### config.mk
export PLATFORM = sky130hd
export DESIGN_NAME = tbp_front
export DESIGN_NICKNAME = d
export VERILOG_FILES = /design/src/rtl/tbp_pkg.sv /design/src/rtl/tbp_front.sv
export SDC_FILE = /design/constraint.sdc
export NUM_CORES = 1
export LEC_CHECK = 0
export BUFFER_PORTS_ARGS = -buffer_cell sky130_fd_sc_hd__buf_2
export CAP_MARGIN = 20
export CORE_UTILIZATION = 39
export DETAILED_ROUTE_END_ITERATION = 7
export MAX_ROUTING_LAYER = met4
export PLACE_DENSITY = 0.81
export SLEW_MARGIN = 10
export SYNTH_ARGS = -nofsm -noshare
export SYNTH_HDL_FRONTEND = slang
export SYNTH_SLANG_ARGS = --single-unit
### constraint.sdc
create_clock -name i_clk -period 3.8 [get_ports i_clk]
set_input_delay 0.76 -clock i_clk [delete_from_list [all_inputs] [get_ports i_clk]]
set_output_delay 0.76 -clock i_clk [all_outputs]
set_load 0.01 [all_outputs]
### src/rtl/tbp_pkg.sv
package tbp_pkg;

    // Address width of a branch instruction
    localparam int PC_W = 32;

    // 2-bit saturating counter codes
    localparam logic [1:0] CTR_MIN  = 2'd0;
    localparam logic [1:0] CTR_INIT = 2'd1;
    localparam logic [1:0] CTR_MAX  = 2'd3;

    // Entries in the queue between front and back
    localparam logic [1:0] Q_DEPTH = 2'd2;

    typedef enum logic {
        OP_PREDICT = 1'b0,
        OP_TRAIN   = 1'b1
    } t_op;

    // Command payload as it arrives on the port
    typedef struct packed {
        t_op              operation;
        logic [PC_W-1:0]  pc;
        logic             outcome;
    } t_cmd;

    // Result payload
    typedef struct packed {
        logic predict_taken;
        logic used_global;
    } t_result;

    // Decoded item held in the queue
    typedef struct packed {
        logic             train;
        logic [PC_W-1:0]  pc;
        logic             outcome;
    } t_item;

    // Queue status seen by front and back
    typedef struct packed {
        logic full;
        logic empty;
    } t_q_stat;

    // Back-end status seen by the front
    typedef struct packed {
        logic clearing;
    } t_back_stat;

    typedef enum logic [1:0] {
        ST_CLEAR,
        ST_IDLE,
        ST_READ,
        ST_EVAL
    } t_back_state;

    // Move a 2-bit counter one step, saturating at both ends
    function automatic logic [1:0] sat_move(input logic [1:0] v, input logic up);
        logic [1:0] res;
        if (up) begin
            res = (v == CTR_MAX) ? CTR_MAX : v + 2'd1;
        end else begin
            res = (v == CTR_MIN) ? CTR_MIN : v - 2'd1;
        end
        return res;
    endfunction

endpackage

### src/rtl/tbp_front.sv
module tbp_front (
    input  logic                 i_clk,
    input  logic                 i_rst_n,
    input  logic                 i_start,
    input  tbp_pkg::t_cmd        i_cmd,
    output logic                 o_busy,
    input  tbp_pkg::t_back_stat  i_back_stat,
    input  tbp_pkg::t_q_stat     i_q_stat,
    output logic                 o_push,
    output tbp_pkg::t_item       o_item
);

    logic            r_valid;
    tbp_pkg::t_item  r_item;
    logic            accept;

    // Hold off while the tables clear or while the holding stage cannot drain
    assign o_busy = i_back_stat.clearing | (r_valid & i_q_stat.full);
    assign accept = i_start & ~o_busy;
    assign o_push = r_valid & ~i_q_stat.full;
    assign o_item = r_item;

    // Holding stage valid flag
    always_ff @(posedge i_clk) begin
        if (!i_rst_n) begin
            r_valid <= 1'b0;
        end else if (accept) begin
            r_valid <= 1'b1;
        end else if (o_push) begin
            r_valid <= 1'b0;
        end
    end

    // Decode the command; outcome means nothing for a predict
    always_ff @(posedge i_clk) begin
        if (accept) begin
            r_item.train   <= (i_cmd.operation == tbp_pkg::OP_TRAIN);
            r_item.pc      <= i_cmd.pc;
            r_item.outcome <= (i_cmd.operation == tbp_pkg::OP_TRAIN) & i_cmd.outcome;
        end
    end

endmodule

# [Yosys cells after proc, flatten, opt, wreduce, memory -nomap -nowiden]
# Cells that the tools add are included.
[word_totals] reg_bits=35 inputBits=40 output_inout_bits=36 word_cells=14
[classes] n_mux=2 bitwise_logic=7 n_reduce_logical=1
[ops] cell="$and A1 B1 Y1" count=4
[ops] cell="$mux W1" count=2
[ops] cell="$not A1 Y1" count=2
[ops] cell="$reduce_bool A2 Y1" count=1
[ops] cell="$or A1 B1 Y1" count=1

# [Depth between registers and ports, before layout]
[depth] depth_word=5 mapped_depth=2

# [Least setup slack after synthesis]
# OpenSTA, ideal clock, no wires.
[synth_path] kind="input port to flip-flop" start="input port i_back_stat" end="register r_item (netlist bit o_item[0]), enable pin" setup_ps=437 t_arrival_ps=2579 required_ps=3363 path_slack_ps=785 cell_stages=2 n_path_buf=0 cell_sequence="nand2b_4 > a21oi_1"
[synth_via] elab_chain_len=3
[synth_lines] item="start, declared" line="tbp_front.sv:7" rtl="input tbp_pkg::t_back_stat i_back_stat,"
[synth_lines] item="$or A1 B1 Y1" line="tbp_front.sv:18" rtl="assign o_busy = i_back_stat.clearing | (r_valid & i_q_stat.full);"
[synth_lines] item="$not A1 Y1" line="tbp_front.sv:19" rtl="assign accept = i_start & ~o_busy;"
[synth_lines] item="$and A1 B1 Y1" line="tbp_front.sv:19"
[synth_lines] item="net accept" line="tbp_front.sv:15" rtl="logic accept;"
[synth_lines] item="end, declared" line="tbp_front.sv:14" rtl="tbp_pkg::t_item r_item;"
# The timed path passes the listed nets, and every way through them passes these cells.
# A chain may end at the register's enable or synchronous reset.

# [Final worst setup path]
[layout_path] start="input port i_q_stat[1] (netlist bit)" end="output port o_busy"
[layout_via] elab_chain_len=2
[layout_lines] item="start, declared" line="tbp_front.sv:8" rtl="input tbp_pkg::t_q_stat i_q_stat,"
[layout_lines] item="$and A1 B1 Y1" line="tbp_front.sv:18"
[layout_lines] item="$or A1 B1 Y1" line="tbp_front.sv:18"
[layout_lines] item="end, declared" line="tbp_front.sv:6" rtl="output logic o_busy,"
# No other way between the ends.

==> results by group <==
Floorplan
  – CORE AREA: 0.00257 mm²
  – Die area: about 0.003 mm²
  – Height of the die: 55.0 µm
  – Die width: 55.0 µm
  – Cell row count: 18
  – Initial Utilization: a little over two fifths
  – I/O pins: 76

Clocking
  – # hold bufs at CTS: 0
  – Root Buffer: clkbuf_4
  – CTS Buf Count: 5
  – CTS H-tree lvls: 2
  – CTS max path bufs: 2
  – CTS tree: yes
  – CTS Sinks: 35
  – Clock Latency Late Sink: approximately 0.32 ns
  – Postcts setup bufs: 0
  – Clk slew on worst S/H paths: 0.09 ns
  – CTS resizes: 0

Timing
  – Fin Setup TNS: 0 ns
  – Slew @ Worst Pin: just under 1 ns
  – Final worst path period need: about 1.9 ns
  – Slew HR: 33.6%
  – Final hold viol count: 0
  – Final setup fails: 0
  – Final period utilization: 51.1%
  – Max Clk Rate: 515 MHz
  – Unrepaired setup endpoints after global routing: false
  – Clock skew: 0.00426 ns
  – Slew Limit Fails: 0

Routing
  – Vias: 690
  – Pre-antenna DRT Iters: 2
  – DRC viols: 0
  – ANT nets after route: 0
  – DR vias/cell: approximately 4.5
  – Post-DR wirelength/cell: 12.9 µm
  – Iter 0 DRT Violations: 7
  – WL final: about 2000 µm

Critical path
  – Buf+Inv Stages, Crit Path: 2
  – Reg2reg path depth: 1
  – CP max stage delay: between 0.1 and 0.15 ns
  – CP arrival: 1.18 ns
  – Crit path cell chain: buf_2 -> nand2_1 -> nand2b_1 -> buf_2
  – Worst R2R Setup Slack: roughly 2.3 ns
  – Top cell by count, worst path: buf_2
  – Worst path depth: 4
  – Max FO, Critical Path: 3
  – Slowest-stage cell, CP: buf_2
  – Critical R2R Launch: r_valid
  – Crit Reg-Reg Endpoint: o_item[8]
  – Worst EP required: about 3.0 ns
  – CP endpoint kind: primary output
  – Setup CP Type: input port to primary output
  – Setup crit start kind: input port
  – CP top delay family: buffers and inverters

Logic synthesis
  – Post-Synthesis Cells: between 40 and 50
  – Post-synthesis simple-gate area fraction: 3.32%
  – Synth Area in Compound Gates: 1.49%
  – Synth Area in Adders: 0%
  – Largest family of logic cells by synthesized area: simple AND/OR/NAND/NOR gates
  – Syn_nets: 82
  – Mux cell area share after synthesis: 0%
  – Post-synth top area share: 93.4%
  – Ys Warns: 0
  – Post-synthesis xor/xnor area fraction: 0%
  – Sequential area share after synthesis: between 90% and 100%
  – Synth area leaders: edfxtp_1 (93%), dfxtp_1 (1.8%), nand2b_4 (1.3%)
  – Synth cell types: 9
  – Post-synth design cell area: 0.00109 mm²
  – Synthesized area per cell: 26.0 µm²
  – Yosys reg bits: 35
  – Area leader, netlist: edfxtp_1

Status
  – Outcome: complete, no violations

Power and ir drop
  – PwrDens: 435 mW/mm²
  – Leakage power: around 0.67 nW
  – Worst IR Drop VDD: between 300 and 400 µV

Cells and area
  – Share of post-route cells with drive strength above 1: between 60% and 70%
  – Most frequent cells in the layout: buf_2 (74), edfxtp_1 (34), clkbuf_4 (5), clkinv_1 (2)
  – Commonest non-fill, non-tap cell in the layout: buf_2
  – Fillers: between 200 and 250
  – ANT cells: 0
  – FF/Latch Area: 0.00104 mm²
  – Area taken by multi-input logic gates: 63.8 µm²
  – Post-route cell area: 0.00156 mm²
  – Layout net count: 163
  – Area Growth Syn to Fin: 42.8%
  – Final core occ: approximately three fifths

Global route
  – Overflow after GRT: 0
  – Number of global-route vias before repair: roughly 660
  – All-Layer GR Usage: 15.3%
  – Largest net degree at the start of global routing: 35
  – Initial antenna violation count: 0
  – First-pass GRT wire length: 2650 µm

Placement
  – GPL Wtd Cong: 0.674
  – IO buf count: 74
  – Hpwl dp: 1490 µm
  – Placed Area: 0.00151 mm²

Min path
  – Hold path startpoint: r_valid
  – Hold Path Sink: r_valid
  – Worst min path class: flip-flop to flip-flop
  – WHS Path Cells: 2

Job
  – Max cap viols: 0
-- stage by stage --
stage	setup WS [ns]	cells	hold slack (ns)	total power, mW
6_report	1.86	154	0.552	0.679
5_1_grt	1.82	154	0.556	0.712
4_1_cts	1.86	154	0.555	0.687
3_5_place_dp	1.60	146	0.540	0.512
3_3_place_gp	1.66	146	0.512	0.509
2_1_floorplan	0.785	42	0.470	0.475
-- how the worst max path moves through the flow --
stage	from	end
after floorplan	i_back_stat	o_item[0]
after global placement	i_back_stat	o_item[13]
after detailed placement	i_back_stat	o_item[3]
after CTS	i_q_stat[1]	o_busy
after global routing	i_q_stat[1]	o_busy
final	i_q_stat[1]	o_busy
-- cell usage after synthesis --
cell type and number:
edfxtp_1 34, nand2b_4 1, a21boi_2 1, a21oi_1 1
dfxtp_1 1, nand2b_1 1, and2_1 1, nor2b_1 1
nand2_1 1
-- state kept, by name (all words and copies together), names as in the netlist --
name / count
r_valid: 1
o_item: 34
-- cell families (layout without fill, tap and decap cells) --
kind of cell / after synthesis / in the layout
AND/OR/NAND/NOR: 5 / 5
AO/OA/AOI/OAI: 2 / 2
flip-flops: 35 / 35
buffers and inverters: 0 / 82
-- power by group --
part / leakage (nW) / switching, mW / internal, mW
Clock: 0.0273 / 0.108 / 0.0684
Sequential: 0.326 / 0.00398 / 0.443
Combinational: 0.316 / 0.0284 / 0.0265
Total: 0.670 / 0.141 / 0.538
-- layer usage --
layer	wire [µm]	track usage, %	vias to the layer above	part of all wire [%]
met4	31	8.75	0	1.6
met5	0	-	-	0
met2	1000	23.9	54	51
met1	695	13.4	306	35
li1	-	-	326	-
met3	253	10.7	4	13
-- area by class of cell --
cell class | instances | area share [%]
Timing Repair Buffer | 74 | 23.7
Clock buffer | 6 | 2.64
Clock inverter | 2 | 0.481
Multi-Input combinational cell | 7 | 4.09
Sequential cell | 35 | 66.7
Tap cell | 30 | 2.40
Power figures use the tool's default switching activity.
