`src/rtl/tbp_pkg.sv`:
```
package tbp_pkg;

    // Address width of a branch instruction
    localparam int PC_W = 32;

    // 2-bit saturating counter codes
    localparam logic [1:0] CTR_MIN  = 2'd0;
    localparam logic [1:0] CTR_INIT = 2'd1;
    localparam logic [1:0] CTR_MAX  = 2'd3;

    // Entries in the queue between front and back
    localparam logic [1:0] Q_DEPTH = 2'd2;

    typedef enum logic {
        OP_PREDICT = 1'b0,
        OP_TRAIN   = 1'b1
    } t_op;

    // Command payload as it arrives on the port
    typedef struct packed {
        t_op              operation;
        logic [PC_W-1:0]  pc;
        logic             outcome;
    } t_cmd;

    // Result payload
    typedef struct packed {
        logic predict_taken;
        logic used_global;
    } t_result;

    // Decoded item held in the queue
    typedef struct packed {
        logic             train;
        logic [PC_W-1:0]  pc;
        logic             outcome;
    } t_item;

    // Queue status seen by front and back
    typedef struct packed {
        logic full;
        logic empty;
    } t_q_stat;

    // Back-end status seen by the front
    typedef struct packed {
        logic clearing;
    } t_back_stat;

    typedef enum logic [1:0] {
        ST_CLEAR,
        ST_IDLE,
        ST_READ,
        ST_EVAL
    } t_back_state;

    // Move a 2-bit counter one step, saturating at both ends
    function automatic logic [1:0] sat_move(input logic [1:0] v, input logic up);
        logic [1:0] res;
        if (up) begin
            res = (v == CTR_MAX) ? CTR_MAX : v + 2'd1;
        end else begin
            res = (v == CTR_MIN) ? CTR_MIN : v - 2'd1;
        end
        return res;
    endfunction

endpackage

```
`src/rtl/tbp_queue.sv`:
```
module tbp_queue (
    input  logic              i_clk,
    input  logic              i_rst_n,
    input  logic              i_push,
    input  tbp_pkg::t_item    i_item,
    input  logic              i_pop,
    output tbp_pkg::t_item    o_item,
    output tbp_pkg::t_q_stat  o_stat
);

    tbp_pkg::t_item  r_data [2];
    logic            r_wr_ptr;
    logic            r_rd_ptr;
    logic [1:0]      r_count;

    assign o_item       = r_data[r_rd_ptr];
    assign o_stat.full  = (r_count == tbp_pkg::Q_DEPTH);
    assign o_stat.empty = (r_count == 2'd0);

    // Pointers and fill level
    always_ff @(posedge i_clk) begin
        if (!i_rst_n) begin
            r_wr_ptr <= 1'b0;
            r_rd_ptr <= 1'b0;
            r_count  <= 2'd0;
        end else begin
            if (i_push) begin
                r_wr_ptr <= ~r_wr_ptr;
            end
            if (i_pop) begin
                r_rd_ptr <= ~r_rd_ptr;
            end
            case ({i_push, i_pop})
                2'b10:   r_count <= r_count + 2'd1;
                2'b01:   r_count <= r_count - 2'd1;
                default: r_count <= r_count;
            endcase
        end
    end

    // Entry storage
    always_ff @(posedge i_clk) begin
        if (i_push) begin
            r_data[r_wr_ptr] <= i_item;
        end
    end

`ifndef ASSERT_OFF
    a_no_overflow: assert property (@(posedge i_clk) disable iff (!i_rst_n)
        i_push |-> (!o_stat.full || i_pop))
        else $error("queue push while full");

    a_no_underflow: assert property (@(posedge i_clk) disable iff (!i_rst_n)
        i_pop |-> !o_stat.empty)
        else $error("queue pop while empty");

    a_count_bound: assert property (@(posedge i_clk) disable iff (!i_rst_n)
        r_count != 2'd3)
        else $error("queue count out of range");
`endif

endmodule

```
`config.mk`:
```
export PLATFORM = sky130hd
export DESIGN_NAME = tbp_queue
export DESIGN_NICKNAME = d
export VERILOG_FILES = /design/src/rtl/tbp_pkg.sv /design/src/rtl/tbp_queue.sv
export SDC_FILE = /design/constraint.sdc
export NUM_CORES = 1
export LEC_CHECK = 0
export BUFFER_PORTS_ARGS = -buffer_cell sky130_fd_sc_hd__buf_2
export CORE_MARGIN = 8
export CORE_UTILIZATION = 30
export DETAILED_ROUTE_END_ITERATION = 12
export PLACE_DENSITY = 0.54
export SLEW_MARGIN = 30
export SYNTH_ARGS = -nofsm -noshare
export SYNTH_HDL_FRONTEND = slang
export SYNTH_SLANG_ARGS = --single-unit
```
`constraint.sdc`:
```
create_clock -name i_clk -period 4.05 [get_ports i_clk]
set_clock_uncertainty 0.1 [all_clocks]
set_input_delay 0.2025 -clock i_clk [delete_from_list [all_inputs] [get_ports i_clk]]
set_output_delay 0.2025 -clock i_clk [all_outputs]
set_load 0.05 [all_outputs]
```
# --- Word-level counts from Yosys, hierarchy flattened ---
# Memories as Yosys holds them, arrays and structs flattened. A register that Yosys moved wholly into a read port is not among the register bits.
# Cells that the tools add are included.
word_totals:
  reg_bits: 4
  memories: 1
  ramBits: 68
  in_bits: 38
  elab_cells: 18
op_classes:
  eq_ne: 3
  n_reduce_logical: 2
  n_bitwise: 2
  mux: 5
  addsub: 2
memory_table:
  columns: ["name", "words", "width", "rd", "rd_ports_with_merged_regs", "write_ports", "line_no", "source"]
  rows:
  - ["r_data", 2, 34, 1, 1, 1, "tbp_queue.sv:11", "tbp_pkg::t_item r_data [2];"]
op_table:
  columns: ["op", "n"]
  rows:
  - ["equality test 2 bit, second input constant", 2]
  - ["two-way mux 1 bit", 4]
  - ["case mux 2 bit (2 select lines)", 1]
  - ["adder 2 x 1 -> 2 bit, second input constant", 1]
  - ["equality test 2 x 1 -> 1 bit, second input constant", 1]
  - ["zero test 2 bit", 1]
  - ["inverter 1 bit", 2]
  - ["nonzero test 2 bit", 1]
  - ["subtractor 2 x 1 -> 2 bit, second input constant", 1]

# --- Longest topological paths before layout ---
logic_depth:
  depth_word: 3
  ltp_mapped: 5
  mapped_depth_nobuf: 5

# --- Worst setup path before layout ---
# Ideal clock, no wire load.
synth_path:
  path_type: "flip-flop to flip-flop"
  start: "register r_wr_ptr"
  end: "memory r_data[0][0] (netlist name) (enable)"
  setup_ps: 427
  path_slack_ps: 1745
  arrival_ps: 1778
  t_required_ps: 3523
  n_path_buf: 0
  synth_period_minus_slack_ps: 2305
  stages_incl_launch_ff: 2
  cell_sequence: "dfxtp_1 > nor2_1"
synth_rtl:
  columns: ["element", "line_no", "source"]
  rows:
  - ["start: declaration", "tbp_queue.sv:12", "logic r_wr_ptr;"]
  - ["start signal: assignment", "tbp_queue.sv:28", "r_wr_ptr <= ~r_wr_ptr;"]
  - ["end: declaration", "tbp_queue.sv:11", null]
# Straight into the memory's write port.

==> impl_metrics.env <==
export IMPL_cts_tree="built"
export IMPL_grt_use_total=0.0892
export IMPL_ant_nets=0
export IMPL_tightestPinTransition_ns=0.473
export IMPL_critPathMaxStageDelay_ns=0.40
export IMPL_clk_latency_ns=0.33
export IMPL_ir_worst_vdd_mv=0.150
export IMPL_fin_ws_ns=2.08
export IMPL_dieArea_um2=12100
export IMPL_io_pin_count=74
export IMPL_critical_path_required_ns=3.75
export IMPL_period_minus_slack_ns=1.97
export IMPL_utilization=0.429
export IMPL_worst_setup_path_start_kind="flop"
export IMPL_crit_fanout=34
export IMPL_fin_tns_setup_ns=0
export IMPL_rr_worst_depth=2
export IMPL_leakage_nw=1.41
export IMPL_start_util=0.307
export IMPL_slowest_stage="buf_4"
export IMPL_setup_viol=0
export IMPL_final_common_cell="buf_2"
export IMPL_io_buffer_count=73
export IMPL_synthTopCellsByArea="edfxtp_1, mux2_2, dfxtp_1, and2_1, buf_2"
export IMPL_drtIter0Drc=38
export IMPL_status="finished, final reports clean"
export IMPL_pre_cts_slack_ns=2.40
export IMPL_path_delay_family="buffers and inverters"
export IMPL_worstSetupEndpoint="o_item[12]"
export IMPL_gp_congestion=0.651
export IMPL_power_mw=1.72
export IMPL_drtPass1Iterations=4
export IMPL_r2r_end="r_data[1][16]"
export IMPL_arrival_ns=1.67
export IMPL_area_delta_synth_final_pct=40.0
export IMPL_crit_buf_inv=2
export IMPL_ys_ff_latch=73
export IMPL_drive_gt1_frac=0.494
export IMPL_cts_sinks=73
export IMPL_routedWlPerCell_um=14.8
export IMPL_coreArea_um2=8680
export IMPL_rsz0062_at_grt="no"
export IMPL_grt_pass1_vias=1571
export IMPL_grt_max_degree=35
export IMPL_antenna_found_initial=0
export IMPL_overflow=0
export IMPL_cap_violations=0
export IMPL_vias=1489
export IMPL_die_w_um=110
export IMPL_finalCritPeriodShare=0.487
export IMPL_final_nets=285
export IMPL_n_antenna_cell=0
export IMPL_clk_pin_slew_ns=0.07
export IMPL_synthCells=128
export IMPL_drc=0
export IMPL_slew_viol_final=0
export IMPL_powerDensity_nw_per_um2=462
export IMPL_relSlewSlack=0.685
export IMPL_drt_total_wl_um=5320
export IMPL_yosysSeqAreaShare=0.805
export IMPL_layout_common_cells="buf_2, edfxtp_1, mux2_2, dlygate4sd3_1, clkbuf_8"
export IMPL_clock_path_buffers=2
export IMPL_worstSetupPathType="reg2out"
export IMPL_fmax_mhz=507
export IMPL_cts_buffers=9
export IMPL_dp_hpwl_um=3470
export IMPL_synth_top_area_cell="edfxtp_1"
export IMPL_r2r_start="r_wr_ptr"
export IMPL_grt_pass1_wl_um=7890
export IMPL_synthesis_area_um2=2660
export IMPL_yosysWarnings=0
export IMPL_row_count=34
export IMPL_post_cts_buffers=0
export IMPL_critical_path_cell_count=3
export IMPL_cts_root_buf="clkbuf_8"
export IMPL_die_h_um=110
export IMPL_syn_nets=167
export IMPL_post_cts_resized=0
export IMPL_syn_mean_instance_area_um2=20.8
export IMPL_reg2reg_slack_ns=2.64
export IMPL_netlist_area_leader_share=0.767
export IMPL_routed_via_density=4.15
export IMPL_hold_violations=0
export IMPL_hold_path_class="in2reg"
export IMPL_htreeDepth=3
export IMPL_synthDistinctLibCells=16
export IMPL_place_area_um2=3210
export IMPL_end_kind="primary output"
export IMPL_stdcell_area_um2=3720
export IMPL_crit_chain="buf_4, mux2_2, buf_2"
==> worst register-to-register path: stages, from the launching register on <==
cell,delay (ns)
dfxtp_1,0.38
and2_1,0.14
buf_4,0.41
==> how the worst min path moves through the flow <==
stage | from | to | slack (ns) | cells after the start
final | i_rst_n | r_wr_ptr | 0.03 | 2
after global routing | i_rst_n | r_rd_ptr | 0.03 | 2
after CTS | i_rst_n | r_rd_ptr | 0.02 | 2
after detailed placement | i_item[16] | r_data[0][16] | 0.29 | 1
after global placement | i_item[14] | r_data[1][14] | 0.29 | 1
after floorplan | i_item[0] | r_data[0][0] | 0.20 | 0
==> stage by stage <==
step           instances  hold WS (ns)
6_report             359        0.0301
5_1_grt              359        0.0275
4_1_cts              359        0.0193
3_5_place_dp         309         0.294
3_3_place_gp         307         0.291
2_1_floorplan        128         0.201
==> synthesized netlist by cell type, drive strengths merged <==
cell,n
a21boi,1
and2,4
and2b,1
buf,4
dfxtp,5
edfxtp,68
ha,1
inv,1
mux2,34
nor2,2
nor2b,1
o21a,1
o21ai,1
or3,1
xnor2,2
xor2,1
==> layer usage <==
| metal | vias to the layer above | routed length (µm) | GRT usage |
|---|---|---|---|
| li1 | 728 | - | - |
| met3 | 10 | 211 | 0.0186 |
| met2 | 31 | 2900 | 0.161 |
| met4 | 0 | 133 | 0.0599 |
| met1 | 720 | 2070 | 0.0908 |
| met5 | - | 0 | 0 |
==> cell type report <==
type,count,area (µm²)
clock inverter,5,46.3
tap,108,135
timing repair buffer,111,763
sequential,73,2140
inverter,1,3.75
multi-input combinational,50,503
fill,823,4950
clock buffer,11,131
==> report_power, final <==
| group | switching (mW) | leakage, nW | internal (mW) |
|---|---|---|---|
| combinational | 0.213 | 0.640 | 0.112 |
| sequential | 0.0106 | 0.680 | 0.869 |
| clock | 0.241 | 0.0898 | 0.278 |
| total | 0.464 | 1.41 | 1.26 |
==> sequential cells by signal, indices dropped and copies added (netlist names), named ones only <==
register and count:
r_count 2, r_data 68, r_wr_ptr 1, r_rd_ptr 1
==> logic make-up (layout without fill, tap and decap cells) <==
family | Yosys count | in the layout | synth area share
AND/OR/NAND/NOR | 9 | 9 | 0.0202
multiplexers | 34 | 34 | 0.144
AO/OA/AOI/OAI | 3 | 3 | 0.00752
flip-flops | 73 | 73 | 0.805
adder cells (fa/ha/maj) | 1 | 1 | 0.00470
buffers and inverters | 5 | 128 | 0.00893
XOR/XNOR | 3 | 3 | 0.00987
==> what timing repair did <==
| item | 4_1_cts | 5_1_grt |
|---|---|---|
| endpoints found under the setup margin | 0 | 0 |
| hold endpoints to repair | 68 | 0 |
| hold buffers | 34 | 0 |
(Power assumes the default switching activity.)
